`config.mk`:
```
export PLATFORM = sky130hd
export DESIGN_NAME = gcsp_ctrl
export DESIGN_NICKNAME = d
export VERILOG_FILES = /design/src/rtl/gcsp_pkg.sv /design/src/rtl/gcsp_ctrl.sv
export SDC_FILE = /design/constraint.sdc
export NUM_CORES = 1
export LEC_CHECK = 0
export ABC_AREA = 1
export BUFFER_PORTS_ARGS = -buffer_cell sky130_fd_sc_hd__buf_2
export CAP_MARGIN = 10
export CORE_ASPECT_RATIO = 0.6
export CORE_MARGIN = 2
export CORE_UTILIZATION = 35
export CTS_CLUSTER_DIAMETER = 30
export CTS_CLUSTER_SIZE = 28
export DETAILED_ROUTE_END_ITERATION = 12
export MAX_ROUTING_LAYER = met4
export PLACE_DENSITY = 0.6
export SLEW_MARGIN = 20
export SYNTH_ARGS = -nofsm -noshare
export SYNTH_HDL_FRONTEND = slang
export SYNTH_SLANG_ARGS = --single-unit
export TNS_END_PERCENT = 20
```
`constraint.sdc`:
```
create_clock -name i_clk -period 1.6 [get_ports i_clk]
set_clock_uncertainty 0.2 [all_clocks]
set_input_delay 0 -clock i_clk [delete_from_list [all_inputs] [get_ports i_clk]]
set_output_delay 0 -clock i_clk [all_outputs]
set_load 0.02 [all_outputs]
```
`src/rtl/gcsp_pkg.sv`:
```
package gcsp_pkg;

    localparam int MAX_CHANNELS_DEF = 16;
    localparam int MAX_DIM_DEF      = 32;
    localparam int MAX_KERNEL_DEF   = 7;

    // request codes
    localparam logic [1:0] REQ_ACT   = 2'd0;
    localparam logic [1:0] REQ_WGT   = 2'd1;
    localparam logic [1:0] REQ_QUERY = 2'd2;

    // register indexes
    localparam logic [2:0] CFG_IN_CH  = 3'd0;
    localparam logic [2:0] CFG_OUT_CH = 3'd1;
    localparam logic [2:0] CFG_GROUPS = 3'd2;
    localparam logic [2:0] CFG_IMG_H  = 3'd3;
    localparam logic [2:0] CFG_IMG_W  = 3'd4;
    localparam logic [2:0] CFG_KERN_H = 3'd5;
    localparam logic [2:0] CFG_KERN_W = 3'd6;

    typedef enum logic [3:0] {
        ST_IDLE,
        ST_CHECK,
        ST_DIV_IC,
        ST_DIV_OC,
        ST_DIV_G,
        ST_MUL1,
        ST_MUL2,
        ST_LOOP,
        ST_DRAIN,
        ST_FINISH
    } t_state;

    typedef enum logic [1:0] {
        DIV_IC,
        DIV_OC,
        DIV_G
    } t_div_sel;

    typedef struct packed {
        logic     act_we;
        logic     wgt_we;
        logic     query_load;
        logic     div_load;
        t_div_sel div_sel;
        logic     cap_icg;
        logic     cap_g;
        logic     mul1;
        logic     mul2;
        logic     tap;
        logic [2:0] r;
        logic [2:0] s;
        logic     c_last;
        logic     out_load;
        logic     out_bad;
    } t_cmd;

    typedef struct packed {
        logic       basic_ok;
        logic       div_done;
        logic       div_rem_zero;
        logic [4:0] icg;
        logic [2:0] kh;
        logic [2:0] kw;
    } t_stat;

endpackage

```
`src/rtl/gcsp_ctrl.sv`:
```
module gcsp_ctrl import gcsp_pkg::*; (
    input  logic       i_clk,
    input  logic       i_rst_n,
    input  logic       i_in_valid,
    input  logic [1:0] i_req_type,
    input  logic       i_out_stall,
    input  t_stat      i_stat,
    output logic       o_in_stall,
    output logic       o_out_valid,
    output t_cmd       o_cmd
);

    t_state     r_state, n_state;
    logic [2:0] r_r, n_r;
    logic [2:0] r_s, n_s;
    logic [4:0] r_c, n_c;
    logic       r_drain, n_drain;
    logic       r_bad, n_bad;
    logic       r_out_valid, n_out_valid;

    always_ff @(posedge i_clk) begin
        if (!i_rst_n) begin
            r_state     <= ST_IDLE;
            r_r         <= '0;
            r_s         <= '0;
            r_c         <= '0;
            r_drain     <= 1'b0;
            r_bad       <= 1'b0;
            r_out_valid <= 1'b0;
        end else begin
            r_state     <= n_state;
            r_r         <= n_r;
            r_s         <= n_s;
            r_c         <= n_c;
            r_drain     <= n_drain;
            r_bad       <= n_bad;
            r_out_valid <= n_out_valid;
        end
    end

    always_comb begin
        n_state     = r_state;
        n_r         = r_r;
        n_s         = r_s;
        n_c         = r_c;
        n_drain     = r_drain;
        n_bad       = r_bad;
        n_out_valid = r_out_valid & i_out_stall;
        o_cmd       = '0;
        o_cmd.r     = r_r;
        o_cmd.s     = r_s;
        o_cmd.c_last = (r_c == i_stat.icg - 5'd1);
        case (r_state)
            ST_IDLE: begin
                if (i_in_valid) begin
                    case (i_req_type)
                        REQ_ACT:   o_cmd.act_we = 1'b1;
                        REQ_WGT:   o_cmd.wgt_we = 1'b1;
                        REQ_QUERY: begin
                            o_cmd.query_load = 1'b1;
                            n_bad   = 1'b0;
                            n_state = ST_CHECK;
                        end
                        default: ;
                    endcase
                end
            end
            ST_CHECK: begin
                if (!i_stat.basic_ok) begin
                    n_bad   = 1'b1;
                    n_state = ST_FINISH;
                end else begin
                    o_cmd.div_load = 1'b1;
                    o_cmd.div_sel  = DIV_IC;
                    n_state        = ST_DIV_IC;
                end
            end
            ST_DIV_IC: begin
                if (i_stat.div_done) begin
                    if (!i_stat.div_rem_zero) begin
                        n_bad   = 1'b1;
                        n_state = ST_FINISH;
                    end else begin
                        o_cmd.cap_icg  = 1'b1;
                        o_cmd.div_load = 1'b1;
                        o_cmd.div_sel  = DIV_OC;
                        n_state        = ST_DIV_OC;
                    end
                end
            end
            ST_DIV_OC: begin
                if (i_stat.div_done) begin
                    if (!i_stat.div_rem_zero) begin
                        n_bad   = 1'b1;
                        n_state = ST_FINISH;
                    end else begin
                        // channels per output group feed the group divide
                        o_cmd.div_load = 1'b1;
                        o_cmd.div_sel  = DIV_G;
                        n_state        = ST_DIV_G;
                    end
                end
            end
            ST_DIV_G: begin
                if (i_stat.div_done) begin
                    o_cmd.cap_g = 1'b1;
                    n_state     = ST_MUL1;
                end
            end
            ST_MUL1: begin
                o_cmd.mul1 = 1'b1;
                n_state    = ST_MUL2;
            end
            ST_MUL2: begin
                o_cmd.mul2 = 1'b1;
                n_r        = '0;
                n_s        = '0;
                n_c        = '0;
                n_drain    = 1'b0;
                if (i_stat.kh == 3'd0 || i_stat.kw == 3'd0) begin
                    n_state = ST_DRAIN;
                end else begin
                    n_state = ST_LOOP;
                end
            end
            ST_LOOP: begin
                o_cmd.tap = 1'b1;
                if (o_cmd.c_last) begin
                    n_c = '0;
                    if (r_s == i_stat.kw - 3'd1) begin
                        n_s = '0;
                        if (r_r == i_stat.kh - 3'd1) begin
                            n_state = ST_DRAIN;
                        end else begin
                            n_r = r_r + 3'd1;
                        end
                    end else begin
                        n_s = r_s + 3'd1;
                    end
                end else begin
                    n_c = r_c + 5'd1;
                end
            end
            ST_DRAIN: begin
                n_drain = 1'b1;
                if (r_drain) begin
                    n_state = ST_FINISH;
                end
            end
            ST_FINISH: begin
                if (!r_out_valid || !i_out_stall) begin
                    o_cmd.out_load = 1'b1;
                    o_cmd.out_bad  = r_bad;
                    n_out_valid    = 1'b1;
                    n_state        = ST_IDLE;
                end
            end
            default: n_state = ST_IDLE;
        endcase
    end

    assign o_in_stall  = (r_state != ST_IDLE);
    assign o_out_valid = r_out_valid;

endmodule

```
==> results of run 1 <==
[power groups by stage]
stage	combinational [mW]	sequential, mW	clock [mW]
finish	1.47	0.610	0.384
global route	1.62	0.618	0.410
CTS	1.28	0.588	0.390
detailed placement	1.13	0.575	0
global placement	1.11	0.575	0
floorplan	0.747	0.573	0
[Yosys cell counts]
cell type	number	area (um2)
sky130_fd_sc_hd__nand2_1	91	341.6
sky130_fd_sc_hd__inv_1	50	187.7
sky130_fd_sc_hd__nor2_1	35	131.4
sky130_fd_sc_hd__dfxtp_1	18	360.4
sky130_fd_sc_hd__nand3_1	14	70.07
sky130_fd_sc_hd__a21oi_1	9	45.04
sky130_fd_sc_hd__nand4_1	9	56.30
sky130_fd_sc_hd__ha_1	8	100.1
sky130_fd_sc_hd__nand2_2	6	37.54
sky130_fd_sc_hd__nor3_1	5	25.02
sky130_fd_sc_hd__o21ai_0	5	25.02
sky130_fd_sc_hd__inv_2	3	11.26
sky130_fd_sc_hd__xor2_1	3	26.28
sky130_fd_sc_hd__nor2_2	2	12.51
sky130_fd_sc_hd__nor3b_1	2	15.01
sky130_fd_sc_hd__nor4_1	2	12.51
sky130_fd_sc_hd__xnor2_1	2	17.52
sky130_fd_sc_hd__buf_4	1	7.510
sky130_fd_sc_hd__buf_6	1	11.26
sky130_fd_sc_hd__clkbuf_1	1	3.750
sky130_fd_sc_hd__clkinv_1	1	3.750
sky130_fd_sc_hd__inv_4	1	6.260
sky130_fd_sc_hd__nand2_4	1	11.26
sky130_fd_sc_hd__nand3_2	1	10.01
sky130_fd_sc_hd__nand3_4	1	17.52
sky130_fd_sc_hd__nand3b_1	1	7.510
sky130_fd_sc_hd__nor2_4	1	11.26
sky130_fd_sc_hd__nor3_2	1	10.01
sky130_fd_sc_hd__or3_1	1	6.260
[cell families (layout without fill, tap and decap cells)]
| kind of cell | Yosys count | count (layout) | synth area share [%] |
|---|---|---|---|
| adders and majority gates | 8 | 8 | 6.329 |
| and+or+nand+nor | 173 | 173 | 49.05 |
| DFF | 18 | 18 | 22.79 |
| buffers and inverters | 58 | 147 | 14.64 |
| xor gates and xnor gates | 5 | 5 | 2.769 |
| AOI/OAI and AO/OA | 14 | 14 | 4.430 |
[flip-flops by register name (all words and copies together), names as in the netlist]
register     flops
r_c              5
r_state          4
r_r              3
r_s              3
o_out_valid      1
r_bad            1
r_drain          1
[worst max-delay path by stage]
stage / cells after the start / endpoint / slack, ns
5_1_grt: 11 / r_state[3] / -0.20
3_5_place_dp: 16 / r_r[1] / -0.13
2_1_floorplan: 5 / o_cmd[18] / -0.1
3_3_place_gp: 15 / r_s[0] / -0.10
4_1_cts: 8 / o_cmd[16] / -0.10
6_report: 9 / r_state[3] / -0.1
[final cells by class]
| cell class | instances | area [um2] |
|---|---|---|
| repair buffers | 88 | 618.1 |
| fillers | 431 | 1760 |
| multi-input cells | 200 | 1134 |
| flip-flops and latches | 18 | 377.9 |
| clock buffers | 4 | 55.05 |
| well taps | 60 | 75.07 |
| inverters | 55 | 214.0 |
[critical path: cells and delay by family, from the launching register on]
| kind | cells | cell delay [ns] |
|---|---|---|
| buffers and inverters | 2 | 0.29 |
| DFF | 1 | 0.38 |
| and+or+nand+nor | 7 | 0.70 |
[cells in the final DEF (no fill, tap or decap), types with 4 or more instances in the layout]
cell,synthesis,layout
sky130_fd_sc_hd__nand2_1,91,82
sky130_fd_sc_hd__buf_4,1,41
sky130_fd_sc_hd__inv_1,50,40
sky130_fd_sc_hd__buf_2,0,34
sky130_fd_sc_hd__nor2_1,35,25
sky130_fd_sc_hd__nand3_1,14,12
sky130_fd_sc_hd__inv_2,3,11
sky130_fd_sc_hd__nand2_2,6,11
sky130_fd_sc_hd__nor2_2,2,10
sky130_fd_sc_hd__dfxtp_1,18,10
sky130_fd_sc_hd__a21oi_1,9,9
sky130_fd_sc_hd__nand4_1,9,9
sky130_fd_sc_hd__ha_1,8,8
sky130_fd_sc_hd__buf_6,1,8
sky130_fd_sc_hd__nand2_4,1,5
sky130_fd_sc_hd__o21ai_0,5,5
sky130_fd_sc_hd__dlygate4sd3_1,0,5
sky130_fd_sc_hd__dfxtp_2,0,5
sky130_fd_sc_hd__nor3_2,1,4
sky130_fd_sc_hd__clkbuf_8,0,4
[repair_timing]
action / in CTS / in global routing
pin swaps: 3 / 15
gates cloned: 0 / 1
hold buffers: 5 / 0
resized for setup: 34 / 42
setup endpoints to repair: 19 / 27
buffers inserted: 4 / 4
endpoints found under the hold margin: 7 / 0
[layer usage]
| layer | up-vias | GRT usage [%] | wire length, um |
|---|---|---|---|
| li1 | 1029 | - | - |
| met1 | 824 | 26.61 | 2517 |
| met2 | 50 | 25.48 | 1836 |
| met3 | 4 | 3.117 | 245 |
| met4 | 0 | 0.6494 | 32 |
| met5 | - | - | 0 |
==> summary.md, run 1 <==
| Metric | Value |
|---|---|
| Placement row count | 18 |
| Crit Path Class | reg2reg |
| P_sw | 1.097 mW |
| Post-route fraction of the period consumed by the critical path | 106.1% |
| Final Hold Fails | 0 |
| Number of diodes | 0 |
| Core occupancy in the finished layout | 58.42% |
| Placed Area | 2087 um2 |
| Max-slew violation count | 0 |
| Pin slew with the least headroom to its limit | 0.4337 ns |
| Post-DR vias/cell | 4.487 |
| Iteration-0 DRC count of the detailed router | 67 |
| P_int | 1.370 mW |
| Clock-pin slew reported for the worst setup and hold paths after clock tree synthesis | 0.08 ns |
| Class of the worst hold path | in2reg |
| Critical Path RT | 1.53 ns |
| Max H-tree Level | 1 |
| Flop-to-flop setup slack | -0.1 ns |
| Worst Hold Depth | 6 |
| Maximum net fanout on the critical path | 5 |
| Unrepaired setup endpoints after global routing | true |
| Worst slack at placement | -0.1340 ns |
| First-pass GRT wire length | 7245 um |
| Result of the run | finished, violations left |
| Synth warnings | 0 |
| Share of the yosys chip area belonging to registers | 22.78% |
| I/O pin count | 42 |
| Cell with the largest stage delay on the worst path | sky130_fd_sc_hd__dfxtp_4 |
| TritonCTS clock tree | yes |
| Final Total Pwr | 2.466 mW |
| Fraction of layout instances using a drive strength above 1 | 41.37% |
| Power per standard cell area | 997.1 nW/um2 |
| Maximum vdd drop | 528.4 uV |
| Inserted Clock Buffers | 3 |
| Via total after detailed routing | 1907 |
| Cell area after layout | 2474 um2 |
| CP dominant cell by count | sky130_fd_sc_hd__nor2_1 |
| Final-layout setup total negative slack | -0.4055 ns |
| FF-to-FF path depth | 9 |
| Die area | 5090 um2 |
| Sw frac | 44.46% |
| Hold EP | r_bad |
| Leakage power | 1.339 nW |
| Min Tclk post-route | 1.698 ns |
| Share of power burned in registers | 24.7% |
| Root buf cell | sky130_fd_sc_hd__clkbuf_8 |
| Vert. Die Dim | 56.07 um |
| Buffers from clock root to sink, at most | 2 |
| Core region area | 4234 um2 |
| Relative slew slack | 71.06% |
| Smallest hold slack | 0.1227 ns |
| Register bit count reported by yosys | 18 |
| CP arrival | 1.63 ns |
| Antenna violations before repair | 0 |
| Netlist area before placement | 1582 um2 |
| Largest incremental delay on the critical path | 0.38 ns |
| Critical Path, Cell by Cell | inv_1, nor2_1, buf_4, nand2_1, nand4_1, nor2_1, nand4_1, nand2_1, nor2_1 |
| Average instance area after synthesis | 5.730 um2 |
| Number of sinks on the clock net | 18 |
| PnR worst setup slack | -0.09794 ns |
| Gate count after technology mapping | 276 |
| Failing checks | negative setup slack |
| Capturing element type of the critical path | flip-flop |
| Count of input and output buffers | 41 |
| Netlist cell types | 29 |
| Nets@finish | 394 |
| R2R Path Start | r_state[1] |
| Drt pass-1 iters | 4 |
| Drt drc | 0 |
| Gr usage total | 17.57% |
| Logic pwr share | 59.7% |
| Clock latency on the worst-skew pair | 0.26 ns |
| Placed cell count | 407 |
| Maximum Capacitance Violations | 0 |
| Crit start category | flip-flop |
| Initial core utilization | 37.35% |
| Startpoint of the lowest-slack hold path | i_stat[13] |
| Clock network fraction of design power | 15.6% |
| CP startpoint | r_state[1] |
| HPWL Detailed | 3381 um |
| DR WL/cell | 10.90 um |
| Number of failing setup endpoints in the final timing report | 10 |
| Final Routed Wirelength | 4632 um |
| Vias in the first global route | 1677 |
| Layout area overhead | 56.41% |
| Congestion Overflow GR | 0 |
| Largest net degree at the start of global routing | 13 |
| Destination of the worst register-to-register timing path | r_state[3] |
| Post-DRT Antenna Nets | 0 |
| Synthesized net count | 304 |
| Final RePlAce weighted congestion | 0.8887 |
| Horizontal die dimension | 90.78 um |
| Non-filler cells in the finished layout | 425 |
| Max Freq | 588.9 MHz |
(Power assumes the default switching activity.)
==> run 2, diff against run 1 <==
Clock period 1.6 ns to 1.7 ns, I/O delays scaled along.
==> run 2 against run 1 <==
The flow now finishes without violations. Hold slack worse by 0.012 ns. Critical path depth down 3. Utilization down 6.1 points. Combinational power down 26%. Clock power down 6.0%. Via count down 4.6%. Flip-flop and latch count unchanged. Non-clock buffer count down 24. Global-route usage down 0.20 points. Count of clock-buffer cells in the layout unchanged. Total power down 19%. Largest power group unchanged.
==> summary.md, run 2 (synthesis results as in run 1) <==
| Metric | Value |
|---|---|
| PnR worst setup slack | 0.02518 ns (+0.1231 ns) |
| Largest incremental delay on the critical path | 0.39 ns (about the same) |
| Vert. Die Dim | 56.07 um (unchanged) |
| Final Routed Wirelength | 4260 um (-8.0%) |
| Drt pass-1 iters | 5 (+1) |
| Core region area | 4234 um2 (unchanged) |
| Final Hold Fails | 0 (unchanged) |
| Post-DRT Antenna Nets | 0 (unchanged) |
| CP startpoint | r_state[2] |
| Count of input and output buffers | 41 (unchanged) |
| Worst slack at placement | 0.007461 ns (+0.1415 ns) |
| Top Registers | r_c (5), r_state (4) |
| Gr usage total | 17.37% (-0.20 points) |
| Cell with the largest stage delay on the worst path | sky130_fd_sc_hd__dfxtp_2 |
| Unrepaired setup endpoints after global routing | true |
| Number of sinks on the clock net | 18 (unchanged) |
| Commonest non-fill, non-tap cell in the layout | sky130_fd_sc_hd__nand2_1 |
| Number of flip-flops in the largest register | 5 (unchanged) |
| First-pass GRT wire length | 7003 um (-3.3%) |
| Congestion Overflow GR | 0 (unchanged) |
| Via total after detailed routing | 1819 (-4.6%) |
| Layout area overhead | 40.11% |
| Final Total Pwr | 1.990 mW (-19%) |
| TritonCTS clock tree | yes |
| Vias in the first global route | 1505 (-10%) |
| Max Freq | 597.1 MHz |
| Relative slew slack | 71.52% (+0.46 points) |
| Maximum Capacitance Violations | 0 (unchanged) |
| Clock latency on the worst-skew pair | 0.26 ns (about the same) |
| WP buf/inv | 2 (unchanged) |
| HPWL Detailed | 3352 um (-0.88%) |
| Largest register by flop count | r_c |
| Inserted Clock Buffers | 3 (unchanged) |
| Drt drc | 0 (unchanged) |
| Pin slew with the least headroom to its limit | 0.4268 ns (-0.006900 ns) |
| Number of failing setup endpoints in the final timing report | 0 (-10) |
| Post-route fraction of the period consumed by the critical path | 98.52% |
| Nets@finish | 370 (-6.1%) |
| Capturing element type of the critical path | output port |
| Number of diodes | 0 (unchanged) |
| Die area | 5090 um2 (unchanged) |
| Fraction of layout instances using a drive strength above 1 | 34.02% (-7.4 points) |
| DR WL/cell | 10.62 um (-2.5%) |
| Power per standard cell area | 898.0 nW/um2 (-9.9%) |
| Commonest non-fill, non-tap cells in the layout | sky130_fd_sc_hd__nand2_1 (82), sky130_fd_sc_hd__inv_1 (45), sky130_fd_sc_hd__buf_2 (41) |
| Min Tclk post-route | 1.675 ns |
| Startpoint of the lowest-slack hold path | i_stat[13] |
| Final RePlAce weighted congestion | 0.8961 (+0.83%) |
| Class of the worst hold path | in2reg |
| R2R Path Start | r_state[3] |
| Result of the run | finished clean |
| Root buf cell | sky130_fd_sc_hd__clkbuf_8 |
| Clock-pin slew reported for the worst setup and hold paths after clock tree synthesis | 0.07 ns (about the same) |
| Antenna violations before repair | 0 (unchanged) |
| Initial core utilization | 37.35% (unchanged) |
| Horizontal die dimension | 90.78 um (unchanged) |
| Max-slew violation count | 0 (unchanged) |
| Placement row count | 18 (unchanged) |
| Iteration-0 DRC count of the detailed router | 128 (+91%) |
| Maximum vdd drop | 403.7 uV (-24%) |
| Buffers from clock root to sink, at most | 2 (unchanged) |
| Number of filler cells placed in the layout | 438 (+1.6%) |
| Largest delay contributor family on the critical path | simple AND/OR/NAND/NOR gates |
| I/O pin count | 42 (unchanged) |
| Leakage power | 1.233 nW (-7.9%) |
| Core occupancy in the finished layout | 52.33% (-6.1 points) |
| Crit Path Class | reg2out |
| Largest net degree at the start of global routing | 13 (unchanged) |
| Crit start category | flip-flop |
| Final-layout setup total negative slack | 0 ns (+0.4055 ns) |
| Critical Path, Cell by Cell | nor2_4, buf_4, nand2_1, nor3_1, or3_1, buf_2 |
| Max H-tree Level | 1 (unchanged) |
| CP arrival | 1.47 ns (-0.16 ns) |
| Critical Path RT | 1.50 ns (-0.03 ns) |
| Maximum net fanout on the critical path | 4 (-1) |
| Post-DR vias/cell | 4.536 (+1.1%) |
[run 2: cell count changes in the layout (fill, tap and decap cells not counted), moves of 2 or more]
| cell | delta |
|---|---|
| sky130_fd_sc_hd__dfxtp_1 | -2 |
| sky130_fd_sc_hd__buf_2 | +7 |
| sky130_fd_sc_hd__nor2_2 | -3 |
| sky130_fd_sc_hd__nor4_1 | +2 |
| sky130_fd_sc_hd__buf_6 | -8 |
| sky130_fd_sc_hd__inv_2 | -4 |
| sky130_fd_sc_hd__buf_4 | -25 |
| sky130_fd_sc_hd__inv_1 | +5 |
| sky130_fd_sc_hd__nor4_2 | -2 |
| sky130_fd_sc_hd__nor2_1 | +3 |
| sky130_fd_sc_hd__nor3_1 | +2 |
[run 2: repair_timing]
action,in CTS,in global routing
endpoints found under the setup margin,3,23
setup buffers,0,3
hold buffers,5,0
resized for setup,2,47
hold endpoints to repair,7,0
pin swaps,0,9
cloned,0,1
[run 2: per-stage QoR]
step | area, um2 | hold slack, ns | cells
final | 2216 | 0.1110 | 401
after global routing | 2216 | 0.1675 | 401
after CTS | 2053 | 0.1065 | 397
after detailed placement | 1944 | 0.07569 | 388
after global placement | 1944 | 0.07125 | 388
after floorplan | 1582 | -0.1176 | 276
[run 2: final timing paths]
kind                endpoint  depth (start not counted)  slack, ns
hold / removal         r_bad                          6       0.11
setup reg to reg  r_state[3]                         12       0.04
setup / recovery   o_cmd[16]                          6       0.03
hold reg to reg      r_drain                          2       0.28
[run 2: where the power goes]
group | internal, mW | switching, mW
Clock | 0.206 | 0.155
Combinational | 0.391 | 0.698
Sequential | 0.487 | 0.0538
Total | 1.08 | 0.906
[run 2: layout make-up]
class                           instances  area, um2  share of cell area, %
Clock buffer                            4      55.05                  2.484
Tap cell                               60      75.07                  3.388
Sequential cell                        18      382.9                  17.28
Inverter                               55      214.0                  9.656
Multi-Input combinational cell        200       1074                  48.45
Timing Repair Buffer                   64      415.4                  18.75
[run 2: worst min-delay path: cells and delay by family]
family          cells  cell delay, ns
buf+inv             2            0.13
compound gates      1            0.13
simple gates        3            0.27
[run 2: layer usage]
| layer | up-vias | track usage (%) | wire [um] |
|---|---|---|---|
| met2 | 60 | 21.64 | 1508 |
| met4 | 0 | 1.948 | 5 |
| met3 | 4 | 4.472 | 322 |
| met1 | 776 | 27.61 | 2424 |
| met5 | - | - | 0 |
| li1 | 979 | - | - |
